===== config.mk =====
export PLATFORM = sky130hd
export DESIGN_NAME = cron_next_match_search
export DESIGN_NICKNAME = d
export VERILOG_FILES = /design/src/hdl/cnms_pkg.sv /design/src/hdl/cnms_cfg_regs.sv /design/src/hdl/cnms_cal_unit.sv /design/src/hdl/cron_next_match_search.sv
export SDC_FILE = /design/constraint.sdc
export NUM_CORES = 1
export LEC_CHECK = 0
export BUFFER_PORTS_ARGS = -buffer_cell sky130_fd_sc_hd__buf_4
export CORE_MARGIN = 2
export CORE_UTILIZATION = 35
export DETAILED_ROUTE_END_ITERATION = 8
export GPL_TIMING_DRIVEN = 1
export PLACE_DENSITY = 0.64
export SKIP_CTS_REPAIR_TIMING = 1
export SLEW_MARGIN = 0
export SYNTH_ARGS = -nofsm -noshare
export SYNTH_HDL_FRONTEND = slang
export SYNTH_SLANG_ARGS = --single-unit

===== constraint.sdc =====
create_clock -name clk -period 5.5 [get_ports clk]
set_input_delay 0.55 -clock clk [delete_from_list [all_inputs] [get_ports clk]]
set_output_delay 0.55 -clock clk [all_outputs]
set_load 0.03 [all_outputs]

===== src/hdl/cnms_pkg.sv =====
// shared types, constants and calendar helpers for the cron next-match search
`timescale 1ns / 1ps
package cnms_pkg;

	localparam int MAX_DAY_STEPS   = 1000;
	localparam int MAX_YEARS_AHEAD = 10;
	localparam int YEAR_CYCLE      = 400;
	localparam int CENTURY         = 100;
	localparam int FEB_BASE_DAYS   = 28;
	localparam int SHORT_MONTH     = 30;
	localparam int FEBRUARY        = 1;
	localparam int LAST_MONTH      = 11;
	localparam int LAST_WEEKDAY    = 6;
	localparam int LAST_HOUR       = 23;
	localparam int LAST_MINUTE     = 59;
	localparam int HOURS_PER_DAY   = 24;
	localparam int MINUTES_PER_HR  = 60;
	localparam int DAYS_PER_WEEK   = 7;
	localparam logic [15:0] LONG_MONTHS = 16'h15AA;

	localparam int STEP_W = 10;
	localparam int WYEAR_W = 13;
	localparam int YMOD_W = 9;

	// search cursor: calendar day plus year phase within the 400-year cycle
	typedef struct packed {
		logic [WYEAR_W-1:0] year;
		logic [YMOD_W-1:0]  ymod;
		logic [3:0]         month;
		logic [5:0]         day;
		logic [2:0]         weekday;
	} cal_pos_t;

	typedef struct packed {
		logic [59:0] minute_mask;
		logic [23:0] hour_mask;
		logic [30:0] day_of_month_mask;
		logic [11:0] month_mask;
		logic [6:0]  weekday_mask;
	} cfg_t;

	typedef enum logic [2:0] {
		CFG_MINUTE_MASK  = 3'd0,
		CFG_HOUR_MASK    = 3'd1,
		CFG_DOM_MASK     = 3'd2,
		CFG_MONTH_MASK   = 3'd3,
		CFG_WEEKDAY_MASK = 3'd4
	} cfg_idx_t;

	function automatic logic leap_f(input logic [YMOD_W-1:0] ymod, input logic [1:0] ylo);
		logic res;
		if (ymod == YMOD_W'(0)) begin
			res = 1'b1;
		end else if (ymod == YMOD_W'(CENTURY) || ymod == YMOD_W'(2*CENTURY) ||
			ymod == YMOD_W'(3*CENTURY)) begin
			res = 1'b0;
		end else begin
			res = (ylo == 2'd0);
		end
		return res;
	endfunction

	// remainder by seven for values below 56
	function automatic logic [2:0] mod7_f(input logic [5:0] v);
		logic [5:0] r;
		r = v;
		if (r >= 6'(4*DAYS_PER_WEEK)) r = r - 6'(4*DAYS_PER_WEEK);
		if (r >= 6'(2*DAYS_PER_WEEK)) r = r - 6'(2*DAYS_PER_WEEK);
		if (r >= 6'(DAYS_PER_WEEK)) r = r - 6'(DAYS_PER_WEEK);
		return r[2:0];
	endfunction

endpackage


===== src/hdl/cnms_cfg_regs.sv =====
// configuration mask registers of the cron next-match search
`timescale 1ns / 1ps
module cnms_cfg_regs
	import cnms_pkg::*;
(
	input  logic        clk,
	input  logic        arst_n,
	input  logic        cfg_we,
	input  logic [2:0]  cfg_index,
	input  logic [59:0] cfg_wdata,
	output cfg_t        cfg
);

	cfg_t cfg_q;

	always_ff @(posedge clk or negedge arst_n) begin
		if (!arst_n) begin
			cfg_q <= '0;
		end else if (cfg_we) begin
			case (cfg_idx_t'(cfg_index))
				CFG_MINUTE_MASK:  cfg_q.minute_mask       <= cfg_wdata;
				CFG_HOUR_MASK:    cfg_q.hour_mask         <= cfg_wdata[23:0];
				CFG_DOM_MASK:     cfg_q.day_of_month_mask <= cfg_wdata[30:0];
				CFG_MONTH_MASK:   cfg_q.month_mask        <= cfg_wdata[11:0];
				CFG_WEEKDAY_MASK: cfg_q.weekday_mask      <= cfg_wdata[6:0];
				default: ;
			endcase
		end
	end

	assign cfg = cfg_q;

endmodule


===== src/hdl/cnms_cal_unit.sv =====
// shared calendar unit: month length and month rollover of the search cursor
`timescale 1ns / 1ps
module cnms_cal_unit
	import cnms_pkg::*;
(
	input  cal_pos_t   pos,
	output logic [4:0] month_len,
	output cal_pos_t   pos_next_month
);

	logic [3:0] mi;

	always_comb begin
		mi = pos.month + 4'd1;
		if (pos.month == 4'(FEBRUARY)) begin
			month_len = 5'(FEB_BASE_DAYS) + 5'(leap_f(pos.ymod, pos.year[1:0]));
		end else begin
			month_len = 5'(SHORT_MONTH) + 5'(LONG_MONTHS[mi]);
		end
	end

	// first day of the following month, year and cycle phase carried
	always_comb begin
		pos_next_month = pos;
		pos_next_month.day = 6'd1;
		if (pos.month >= 4'(LAST_MONTH)) begin
			pos_next_month.month = 4'd0;
			pos_next_month.year = pos.year + WYEAR_W'(1);
			if (pos.ymod == YMOD_W'(YEAR_CYCLE - 1)) begin
				pos_next_month.ymod = '0;
			end else begin
				pos_next_month.ymod = pos.ymod + YMOD_W'(1);
			end
		end else begin
			pos_next_month.month = pos.month + 4'd1;
		end
	end

endmodule


===== src/hdl/cron_next_match_search.sv =====
// top level: sequencer of the cron next-match search
`timescale 1ns / 1ps
// cron next-match search
// input channel (in_valid/in_ready) carries a calendar minute: year, month,
// day_of_month, weekday, hour, minute. output channel (out_valid/out_ready)
// returns one item per input: found plus the next minute that the five masks
// allow, or found low with all other fields zero when the search fails.
// the user must write masks through cfg_we/cfg_index/cfg_wdata only while the
// block is idle; the block itself does not enforce this. an index above four is ignored.
// one search at a time: in_ready is high only while the sequencer is idle.
// each item goes through accept, year-phase reduction (up to ten subtracts of
// 400, then the phase is latched), a check, the minute scan, the hour scan, a
// fixup, then day steps (at most 1000) with one final day check and skipped
// months, and the hand-over of the result to the output register; all calendar
// steps share one month-length and rollover unit, one step per cycle.
// the result waits in an output register until out_ready takes it, so the next
// item is accepted and searched meanwhile; if the receiver still stalls, that
// second result waits in the sequencer and blocks further items.
// reset clears the masks to zero, empties the output and idles the sequencer.
module cron_next_match_search
	import cnms_pkg::*;
(
	input  logic        clk,
	input  logic        arst_n,
	input  logic        cfg_we,
	input  logic [2:0]  cfg_index,
	input  logic [59:0] cfg_wdata,
	input  logic        in_valid,
	output logic        in_ready,
	input  logic [11:0] year,
	input  logic [3:0]  month,
	input  logic [4:0]  day_of_month,
	input  logic [2:0]  weekday,
	input  logic [4:0]  hour,
	input  logic [5:0]  minute,
	output logic        out_valid,
	input  logic        out_ready,
	output logic        found,
	output logic [11:0] next_year,
	output logic [3:0]  next_month,
	output logic [4:0]  next_day_of_month,
	output logic [2:0]  next_weekday,
	output logic [4:0]  next_hour,
	output logic [5:0]  next_minute
);

	typedef enum logic [8:0] {
		ST_IDLE  = 9'b000000001,
		ST_MOD   = 9'b000000010,
		ST_CHECK = 9'b000000100,
		ST_MIN   = 9'b000001000,
		ST_HOUR  = 9'b000010000,
		ST_FIX   = 9'b000100000,
		ST_DAY   = 9'b001000000,
		ST_SKIP  = 9'b010000000,
		ST_DONE  = 9'b100000000
	} state_t;

	state_t state_q, state_d;
	cal_pos_t pos_q, pos_d;
	logic [4:0] hour_q, hour_d;
	logic [5:0] minute_q, minute_d;
	logic [STEP_W-1:0] steps_q, steps_d;
	logic [WYEAR_W-1:0] limit_q, limit_d;
	logic [11:0] red_q, red_d;
	logic found_q, found_d;

	// output register, holds one finished item
	logic        out_valid_q;
	logic        res_found_q;
	logic [11:0] res_year_q;
	logic [3:0]  res_month_q;
	logic [4:0]  res_day_q;
	logic [2:0]  res_weekday_q;
	logic [4:0]  res_hour_q;
	logic [5:0]  res_minute_q;
	logic        load_res;

	cfg_t cfg;
	logic [4:0] mlen;
	cal_pos_t pos_nm;

	cnms_cfg_regs u_cfg (
		.clk       (clk),
		.arst_n    (arst_n),
		.cfg_we    (cfg_we),
		.cfg_index (cfg_index),
		.cfg_wdata (cfg_wdata),
		.cfg       (cfg)
	);

	// shared calendar unit always looks at the current cursor
	cnms_cal_unit u_cal (
		.pos            (pos_q),
		.month_len      (mlen),
		.pos_next_month (pos_nm)
	);

	// masks padded so that out-of-range positions read as not allowed
	logic [63:0] min_mask64;
	logic [31:0] hour_mask32;
	logic [31:0] dom_mask32;
	logic [15:0] mon_mask16;
	logic [7:0]  wd_mask8;

	assign min_mask64  = {4'd0, cfg.minute_mask};
	assign hour_mask32 = {8'd0, cfg.hour_mask};
	assign dom_mask32  = {1'b0, cfg.day_of_month_mask};
	assign mon_mask16  = {4'd0, cfg.month_mask};
	assign wd_mask8    = {1'b0, cfg.weekday_mask};

	logic [5:0] day_m1;
	logic minute_ok, hour_ok, day_ok, masks_ok, input_ok, day_over;

	assign day_m1    = pos_q.day - 6'd1;
	assign minute_ok = min_mask64[minute_q];
	assign hour_ok   = hour_mask32[hour_q];
	assign day_ok    = (pos_q.day != 6'd0) && dom_mask32[day_m1[4:0]] &&
		wd_mask8[pos_q.weekday] && mon_mask16[pos_q.month];
	assign masks_ok  = (cfg.minute_mask != '0) && (cfg.hour_mask != '0) &&
		(cfg.day_of_month_mask != '0) && (cfg.month_mask != '0) &&
		(cfg.weekday_mask != '0);
	assign input_ok  = masks_ok && (pos_q.month <= 4'(LAST_MONTH)) &&
		(pos_q.weekday <= 3'(LAST_WEEKDAY)) && (hour_q <= 5'(LAST_HOUR)) &&
		(minute_q <= 6'(LAST_MINUTE)) && (pos_q.day != 6'd0) &&
		(pos_q.day <= {1'b0, mlen});
	assign day_over  = pos_q.day > {1'b0, mlen};

	// one day forward, rolling into the next month when past its end
	cal_pos_t pos_step;
	logic [5:0] day_inc;
	logic [2:0] wd_inc;

	always_comb begin
		day_inc = pos_q.day + 6'd1;
		wd_inc = (pos_q.weekday >= 3'(LAST_WEEKDAY)) ? 3'd0 : pos_q.weekday + 3'd1;
		if (day_inc > {1'b0, mlen}) begin
			pos_step = pos_nm;
		end else begin
			pos_step = pos_q;
			pos_step.day = day_inc;
		end
		pos_step.weekday = wd_inc;
	end

	// skipping the rest of a disallowed month
	cal_pos_t pos_skip;
	logic [5:0] rest;

	always_comb begin
		rest = {1'b0, mlen} - pos_q.day;
		pos_skip = pos_nm;
		pos_skip.weekday = mod7_f(6'(pos_q.weekday) + 6'd1 + rest);
	end

	// finished item moves on when the output register is free or being taken
	assign load_res = (state_q == ST_DONE) && (!out_valid_q || out_ready);

	always_comb begin
		state_d  = state_q;
		pos_d    = pos_q;
		hour_d   = hour_q;
		minute_d = minute_q;
		steps_d  = steps_q;
		limit_d  = limit_q;
		red_d    = red_q;
		found_d  = found_q;
		case (state_q)
			ST_IDLE: begin
				if (in_valid) begin
					pos_d.year    = {1'b0, year};
					pos_d.ymod    = '0;
					pos_d.month   = month;
					pos_d.day     = {1'b0, day_of_month};
					pos_d.weekday = weekday;
					hour_d        = hour;
					minute_d      = minute;
					red_d         = year;
					limit_d       = {1'b0, year} + WYEAR_W'(MAX_YEARS_AHEAD);
					state_d       = ST_MOD;
				end
			end
			ST_MOD: begin
				// year phase in the 400-year leap cycle
				if (red_q >= 12'(YEAR_CYCLE)) begin
					red_d = red_q - 12'(YEAR_CYCLE);
				end else begin
					pos_d.ymod = red_q[YMOD_W-1:0];
					state_d = ST_CHECK;
				end
			end
			ST_CHECK: begin
				if (!input_ok) begin
					found_d = 1'b0;
					state_d = ST_DONE;
				end else begin
					if (!day_ok) begin
						minute_d = '0;
						hour_d = '0;
					end else if (!hour_ok) begin
						minute_d = '0;
					end else begin
						minute_d = minute_q + 6'd1;
					end
					state_d = ST_MIN;
				end
			end
			ST_MIN: begin
				if (minute_ok) begin
					state_d = ST_HOUR;
				end else if (minute_q >= 6'(MINUTES_PER_HR)) begin
					hour_d = hour_q + 5'd1;
					minute_d = '0;
				end else begin
					minute_d = minute_q + 6'd1;
				end
			end
			ST_HOUR: begin
				// minute is kept as found while the hour moves on
				if (hour_ok) begin
					state_d = ST_FIX;
				end else if (hour_q >= 5'(HOURS_PER_DAY)) begin
					pos_d.day = pos_q.day + 6'd1;
					pos_d.weekday = pos_q.weekday + 3'd1;
					hour_d = '0;
				end else begin
					hour_d = hour_q + 5'd1;
				end
			end
			ST_FIX: begin
				if (day_over) begin
					pos_d = pos_nm;
				end
				if (pos_q.weekday >= 3'(DAYS_PER_WEEK)) begin
					pos_d.weekday = 3'd0;
				end
				steps_d = STEP_W'(MAX_DAY_STEPS);
				state_d = ST_DAY;
			end
			ST_DAY: begin
				if (day_ok) begin
					found_d = 1'b1;
					state_d = ST_DONE;
				end else if (steps_q == '0) begin
					found_d = 1'b0;
					state_d = ST_DONE;
				end else begin
					steps_d = steps_q - STEP_W'(1);
					if (pos_q.year >= limit_q) begin
						found_d = 1'b0;
						state_d = ST_DONE;
					end else begin
						pos_d = pos_step;
						state_d = mon_mask16[pos_step.month] ? ST_DAY : ST_SKIP;
					end
				end
			end
			ST_SKIP: begin
				pos_d = pos_skip;
				state_d = mon_mask16[pos_skip.month] ? ST_DAY : ST_SKIP;
			end
			ST_DONE: begin
				if (load_res) begin
					state_d = ST_IDLE;
				end
			end
			default: begin
				state_d = ST_IDLE;
			end
		endcase
	end

	always_ff @(posedge clk or negedge arst_n) begin
		if (!arst_n) begin
			state_q  <= ST_IDLE;
			pos_q    <= '0;
			hour_q   <= '0;
			minute_q <= '0;
			steps_q  <= '0;
			limit_q  <= '0;
			red_q    <= '0;
			found_q  <= 1'b0;
		end else begin
			state_q  <= state_d;
			pos_q    <= pos_d;
			hour_q   <= hour_d;
			minute_q <= minute_d;
			steps_q  <= steps_d;
			limit_q  <= limit_d;
			red_q    <= red_d;
			found_q  <= found_d;
		end
	end

	// output register: a failed search reports all fields as zero
	always_ff @(posedge clk or negedge arst_n) begin
		if (!arst_n) begin
			out_valid_q   <= 1'b0;
			res_found_q   <= 1'b0;
			res_year_q    <= '0;
			res_month_q   <= '0;
			res_day_q     <= '0;
			res_weekday_q <= '0;
			res_hour_q    <= '0;
			res_minute_q  <= '0;
		end else if (load_res) begin
			out_valid_q   <= 1'b1;
			res_found_q   <= found_q;
			res_year_q    <= found_q ? pos_q.year[11:0] : 12'd0;
			res_month_q   <= found_q ? pos_q.month : 4'd0;
			res_day_q     <= found_q ? pos_q.day[4:0] : 5'd0;
			res_weekday_q <= found_q ? pos_q.weekday : 3'd0;
			res_hour_q    <= found_q ? hour_q : 5'd0;
			res_minute_q  <= found_q ? minute_q : 6'd0;
		end else if (out_ready) begin
			out_valid_q   <= 1'b0;
		end
	end

	assign in_ready  = (state_q == ST_IDLE);
	assign out_valid = out_valid_q;

	assign found             = res_found_q;
	assign next_year         = res_year_q;
	assign next_month        = res_month_q;
	assign next_day_of_month = res_day_q;
	assign next_weekday      = res_weekday_q;
	assign next_hour         = res_hour_q;
	assign next_minute       = res_minute_q;

endmodule

==> impl_metrics.tcl, run 1 <==
set metrics [dict create \
    drt_iter0_markers 858 \
    die_x_um 210 \
    ys_warn_count 0 \
    worst_setup_path_start_kind "register" \
    max_stage_delay_ns 0.42 \
    drt_first_pass_iters 5 \
    worst_setup_path_end_kind "register" \
    core_area_um2 41900 \
    initial_core_util_pct 35.3 \
    seq_area_um2 6560 \
    pwr_density_cell_nw_per_um2 592 \
    layout_min_cycle_time_ns 5.17 \
    grtUsageTotal_pct 19.0 \
    grt_pass1_vias 11900 \
    hold_class "in -> async" \
    fin_setup_tns_ns 0 \
    drc 0 \
    synth_mux_area_share_pct 17.8 \
    synthCells 1443 \
    wl_per_cell_um 19.6 \
    vias 12000 \
    final_common_cell "dfrtp_1" \
    synth_edf_count 0 \
    maxCapViolCount 0 \
    drive_above_1_share_pct 25.9 \
    antenna_found_initial 0 \
    antenna_cells 0 \
    cp_common_cell "o21ai_0" \
    root_buffer "clkbuf_16" \
    ant_nets 0 \
    hold_violations 0 \
    grt_max_degree 155 \
    period_share_pct 94.1 \
    place.gp.congestion 0.926 \
    cts_tree "yes" \
    rrSetupSlack_ns 0.33 \
    io_buffers 140 \
    ys_seq_area_share_pct 44.3 \
    cp_top_family "compound AO/OA/AOI/OAI gates" \
    relSlewSlack_pct 17.1 \
    async_flop_share_pct 100 \
    synth_fp_nets 1595 \
    synth_seq_cells 262 \
    synth_cell_types 81 \
    clk_latency_ns 0.59 \
    grt_pass1_wl_mm 66.0 \
    layout.nets 1714 \
    worst_pin_slew_ns 1.24 \
    vdd_drop_max_mv 0.485 \
    synth_fa_ha_area_share_pct 4.32 \
    dp_cells 2068 \
    syn_area_per_cell_um2 10.2 \
    rows 75 \
    worstSetupPathType "reg -> reg" \
    required_ns 6.01 \
    area_delta_synth_final_pct 17.8 \
    synth_top_cell_by_area "dfrtp_1" \
    arrival_ns 5.69 \
    total_power_mw 10.3 \
    final_util_pct 41.6 \
    synth_compound_area_share_pct 13.0 \
    synth.top_cell.area_share_pct 44.2 \
    status "finished clean" \
    place_ws_ns 0.167 \
    syn-cell-area_um2 14800 \
    fin_cells 2124 \
    drv_slew 0 \
    p_leak_nw 7.47 \
    die_y_um 210 \
    cts_buffer_depth 3 \
    die-area_um2 43900 \
    clkTransAtPathRegs_ns 0.06 \
    synth_top_family_by_area "multiplexers" \
    clock-sinks 262 \
    final_cell_mix "260 x dfrtp_1, 173 x nand2_1, 154 x buf_4" \
    vias_per_cell 5.63 \
    synth_xor_area_share_pct 1.78 \
    clock_skew_ns 0.0183 \
    fill_cells 4054 \
    setup_viol 0 \
    path_buf_inv 2 \
    critPathMaxFanout 11 \
    ios 141 \
    wirelength_mm 41.6 \
    fmax_mhz 193 \
    crit_slowest_cell "fa_1" \
    multi_input_area_um2 7810 \
    synthFlopType "dfrtp_1" \
    yosys.area_share.simple_pct 15.5 \
    grt.overflow.total 0 \
    htree_levels 1 \
    setup_ws_ns 0.326 \
    hpwl_mm 30.1 \
    synth_area_leaders "dfrtp_1 44%, mux2_2 11%, o21ai_0 5.0%" \
    cts-buffers-inserted 29 \
]
==> layout make-up <==
class                           instances  share of cell area, %
Inverter                               52                   1.12
Sequential cell                       262                   37.7
Clock buffer                           40                   4.69
Tap cell                              539                   3.87
Multi-Input combinational cell       1061                   44.9
Clock inverter                         14                  0.956
Timing Repair Buffer                  156                   6.84
==> where the power goes <==
group / total (mW) / internal [mW] / switching [mW]
Sequential: 3.11 / 2.41 / 0.697
Combinational: 5.18 / 2.35 / 2.83
Clock: 2.02 / 1.18 / 0.837
==> per-layer routing <==
layer	wire, um	vias to the layer above	track usage (%)	part of all wire, %
li1	-	5525	-	-
met1	18000	5935	25.8	43
met2	19400	405	30.7	47
met3	2580	90	3.26	6.2
met4	1600	0	7.17	3.9
met5	0	-	0	0
==> per-stage QoR <==
step	hold WS (ns)	area (um^2)
final	0.0103	17400
after global routing	0.0829	17400
after CTS	0.0600	17400
after detailed placement	0.473	16400
after global placement	0.464	16400
after floorplan	0.254	14800
==> Yosys cell counts (3+ instances only) <==
master	instances
dfrtp_1	261
nand2_1	173
o21ai_0	149
mux2_2	141
nor2_1	70
a21oi_1	62
clkbuf_1	55
inv_1	51
ha_1	47
nor4_1	40
mux4_2	32
nand3_1	29
mux2i_1	24
nor3_1	23
xnor2_1	22
and3_1	19
nor2b_1	18
nand2b_1	16
a31oi_1	13
nand4_1	13
nor3b_1	13
o211ai_1	11
a22o_1	10
and2_1	9
a211oi_1	8
xor2_1	8
a22oi_1	7
o22ai_1	7
buf_1	6
o21ai_1	6
or2_2	6
nand3b_1	5
nand4b_1	5
o31ai_1	5
or3_1	5
a21o_1	4
buf_2	4
o221ai_1	4
mux4_1	3
or3b_2	3
==> cells by family after synthesis <==
logic type                 count (synthesis)
AOI/OAI and AO/OA                        320
DFF                                      262
and+or+nand+nor                          461
muxes                                    200
adders and majority gates                 50
buffers and inverters                    120
xor gates and xnor gates                  30
==> sequential cells by signal, indices dropped and copies added, names as in the netlist, 3 cells and up <==
register,cells
hour_q,5
limit_q,13
minute_q,6
next_day_of_month,5
next_hour,5
next_minute,6
next_month,4
next_weekday,3
next_year,12
pos_q,35
red_q,12
state_q,9
steps_q,10
u_cfg.cfg,134
==> path summary, 6_finish.rpt <==
kind / depth (start not counted) / startpoint / end
max reg2reg: 26 / pos_q[13]$_DFFE_PN0P_ / pos_q[1]$_DFFE_PN0P_
min: 1 / arst_n / limit_q[6]$_DFFE_PN0P_
max: 26 / pos_q[13]$_DFFE_PN0P_ / pos_q[1]$_DFFE_PN0P_
max in group asynchronous: 2 / arst_n / u_cfg.cfg[35]$_DFFE_PN0P_
min in group clk: 2 / year[1] / limit_q[1]$_DFFE_PN0P_
min reg2reg: 2 / next_year[0]$_DFFE_PN0P_ / next_year[0]$_DFFE_PN0P_
Power figures use the tool's default switching activity.
==> inputs of run 2 (changes only) <==
--- a/config.mk
+++ b/config.mk
@@ -10,7 +10,7 @@
 export CORE_UTILIZATION = 35
 export DETAILED_ROUTE_END_ITERATION = 8
 export GPL_TIMING_DRIVEN = 1
-export PLACE_DENSITY = 0.64
+export PLACE_DENSITY_LB_ADDON = 0.05
 export SKIP_CTS_REPAIR_TIMING = 1
 export SLEW_MARGIN = 0
 export SYNTH_ARGS = -nofsm -noshare
==> run 2 against run 1 <==
Non-clock buffer count is 3 higher. Via count is 2.8% lower. Sequential cell count stayed put. Largest cell class unchanged. Critical path type unchanged. Hold slack hardly changed. Highest routed layer unchanged.
==> impl_metrics.tcl, run 2 (synthesized netlist as in run 1, its figures left out) <==
set metrics [dict create \
    status "finished clean" \
    drive_above_1_share_pct 25.9 \
    hpwl_mm 32.5 \
    die_x_um 210 \
    final_cell_mix "261 x dfrtp_1, 173 x nand2_1, 158 x buf_4" \
    drv_slew 0 \
    power.share.clock_pct 22.4 \
    antenna_cells 0 \
    rows 75 \
    period_share_pct 92.1 \
    die-area_um2 43900 \
    relSlewSlack_pct 23.8 \
    fin_setup_tns_ns 0 \
    ant_nets 0 \
    cts-buffers-inserted 34 \
    required_ns 5.98 \
    drt_first_pass_iters 5 \
    layout_min_cycle_time_ns 5.07 \
    io_buffers 140 \
    critPathMaxFanout 10 \
    setup_ws_ns 0.432 \
    hold_violations 0 \
    fmax_mhz 197 \
    total_power_mw 10.4 \
    place_ws_ns 0.291 \
    place.gp.congestion 0.831 \
    htree_levels 2 \
    maxCapViolCount 0 \
    clkTransAtPathRegs_ns 0.06 \
    internal-power_mw 6.07 \
    layout.nets 1722 \
    rsz0062_at_grt "false" \
    setup_viol 0 \
    seq_power_share_pct 30.0 \
    arrival_ns 5.54 \
    grtUsageTotal_pct 20.9 \
    p_sw_mw 4.35 \
    fin_cells 2131 \
    wl_per_cell_um 21.1 \
    grt_pass1_vias 11800 \
    core_area_um2 41900 \
    p_sw_share_pct 41.8 \
    vias_per_cell 5.45 \
    combPwrFrac_pct 47.6 \
    vias 11600 \
    hold_class "in -> async" \
    hold_slack_ns 0.0102 \
    dp_cells 2073 \
    grt.overflow.total 0 \
    grt_max_degree 100 \
    drt_iter0_markers 639 \
    initial_core_util_pct 35.3 \
    cts_buffer_depth 3 \
    largest_reg_flops 134 \
    clock-sinks 262 \
    vdd_drop_max_mv 0.314 \
    clock_skew_ns 0.0177 \
    grt_pass1_wl_mm 71.1 \
    area_delta_synth_final_pct 18.8 \
    pwr_density_cell_nw_per_um2 593 \
    cts_tree "yes" \
    wirelength_mm 45.1 \
    fin_area_um2 17600 \
    worst_setup_path_end_kind "register" \
    worst_setup_path_start_kind "register" \
    worst_pin_slew_ns 1.14 \
    ios 141 \
    clk_latency_ns 0.55 \
    drc 0 \
    worstSetupPathType "reg -> reg" \
    final_common_cell "dfrtp_1" \
    final_util_pct 42.0 \
    placed_cell_area_um2 16400 \
    p_leak_nw 7.57 \
    antenna_found_initial 0 \
    die_y_um 210 \
    root_buffer "clkbuf_16" \
]
==> run 2: changes by cell type in the layout (fill, tap and decap cells not counted), sizes merged <==
| cell | delta |
|---|---|
| buf | +3 |
| clkbuf | +9 |
| clkinv | -4 |
| clkinvlp | -1 |
==> run 2: cell type report <==
type | instances | area [um^2]
timing repair buffer | 159 | 1200
tap | 539 | 674
clock buffer | 49 | 1020
inverter | 52 | 195
multi-input combinational | 1061 | 7780
sequential | 262 | 6560
clock inverter | 9 | 139
fill | 4154 | 24300
==> run 2: path summary, 6_finish.rpt <==
check                                          startpoint                    endpoint  slack, ns  depth (start not counted)
worst max-delay path                 pos_q[9]$_DFFE_PN0P_        pos_q[1]$_DFFE_PN0P_       0.43                         23
worst min-delay path                               arst_n      limit_q[6]$_DFFE_PN0P_       0.01                          1
worst max register to register       pos_q[9]$_DFFE_PN0P_        pos_q[1]$_DFFE_PN0P_       0.43                         23
worst min register to register  next_month[2]$_DFFE_PN0P_   next_month[2]$_DFFE_PN0P_       0.47                          2
max in group asynchronous                          arst_n  u_cfg.cfg[105]$_DFFE_PN0P_       4.13                          2
min in group clk                                  year[1]      limit_q[1]$_DFFE_PN0P_       0.24                          2
==> run 2: critical path, cell delays in order (launching register included) <==
cell      delay (ns)
dfrtp_1         0.52
ha_1            0.35
nand2_1         0.07
o21ai_0         0.07
mux2i_1         0.09
o22ai_1         0.17
o32a_1          0.32
fa_1            0.24
inv_1           0.06
fa_1            0.42
xor2_1          0.33
inv_2           0.14
ha_1            0.22
buf_4           0.18
a21oi_1         0.16
o22ai_1         0.16
ha_1            0.24
nand3_1         0.07
o21ai_0         0.08
a221oi_1        0.31
a31oi_1         0.09
a31oi_1         0.28
mux2i_1         0.22
o221a_2         0.19
==> run 2: power by group through the flow <==
stage | sequential [mW] | clock, mW | combinational, mW
after floorplan | 2.79 | 0 | 3.91
after global placement | 3.15 | 0 | 4.83
after detailed placement | 3.16 | 0 | 4.91
after CTS | 3.13 | 2.41 | 4.93
after global routing | 3.22 | 2.48 | 5.55
final | 3.13 | 2.33 | 4.96
==> run 2: per-layer routing <==
layer / GRT usage [%] / part of all wire, % / vias to the layer above
met5: 0 / 0 / -
li1: - / - / 5543
met3: 3.07 / 3.9 / 55
met4: 5.77 / 2.1 / 0
met2: 34.1 / 47 / 230
met1: 29.2 / 47 / 5787
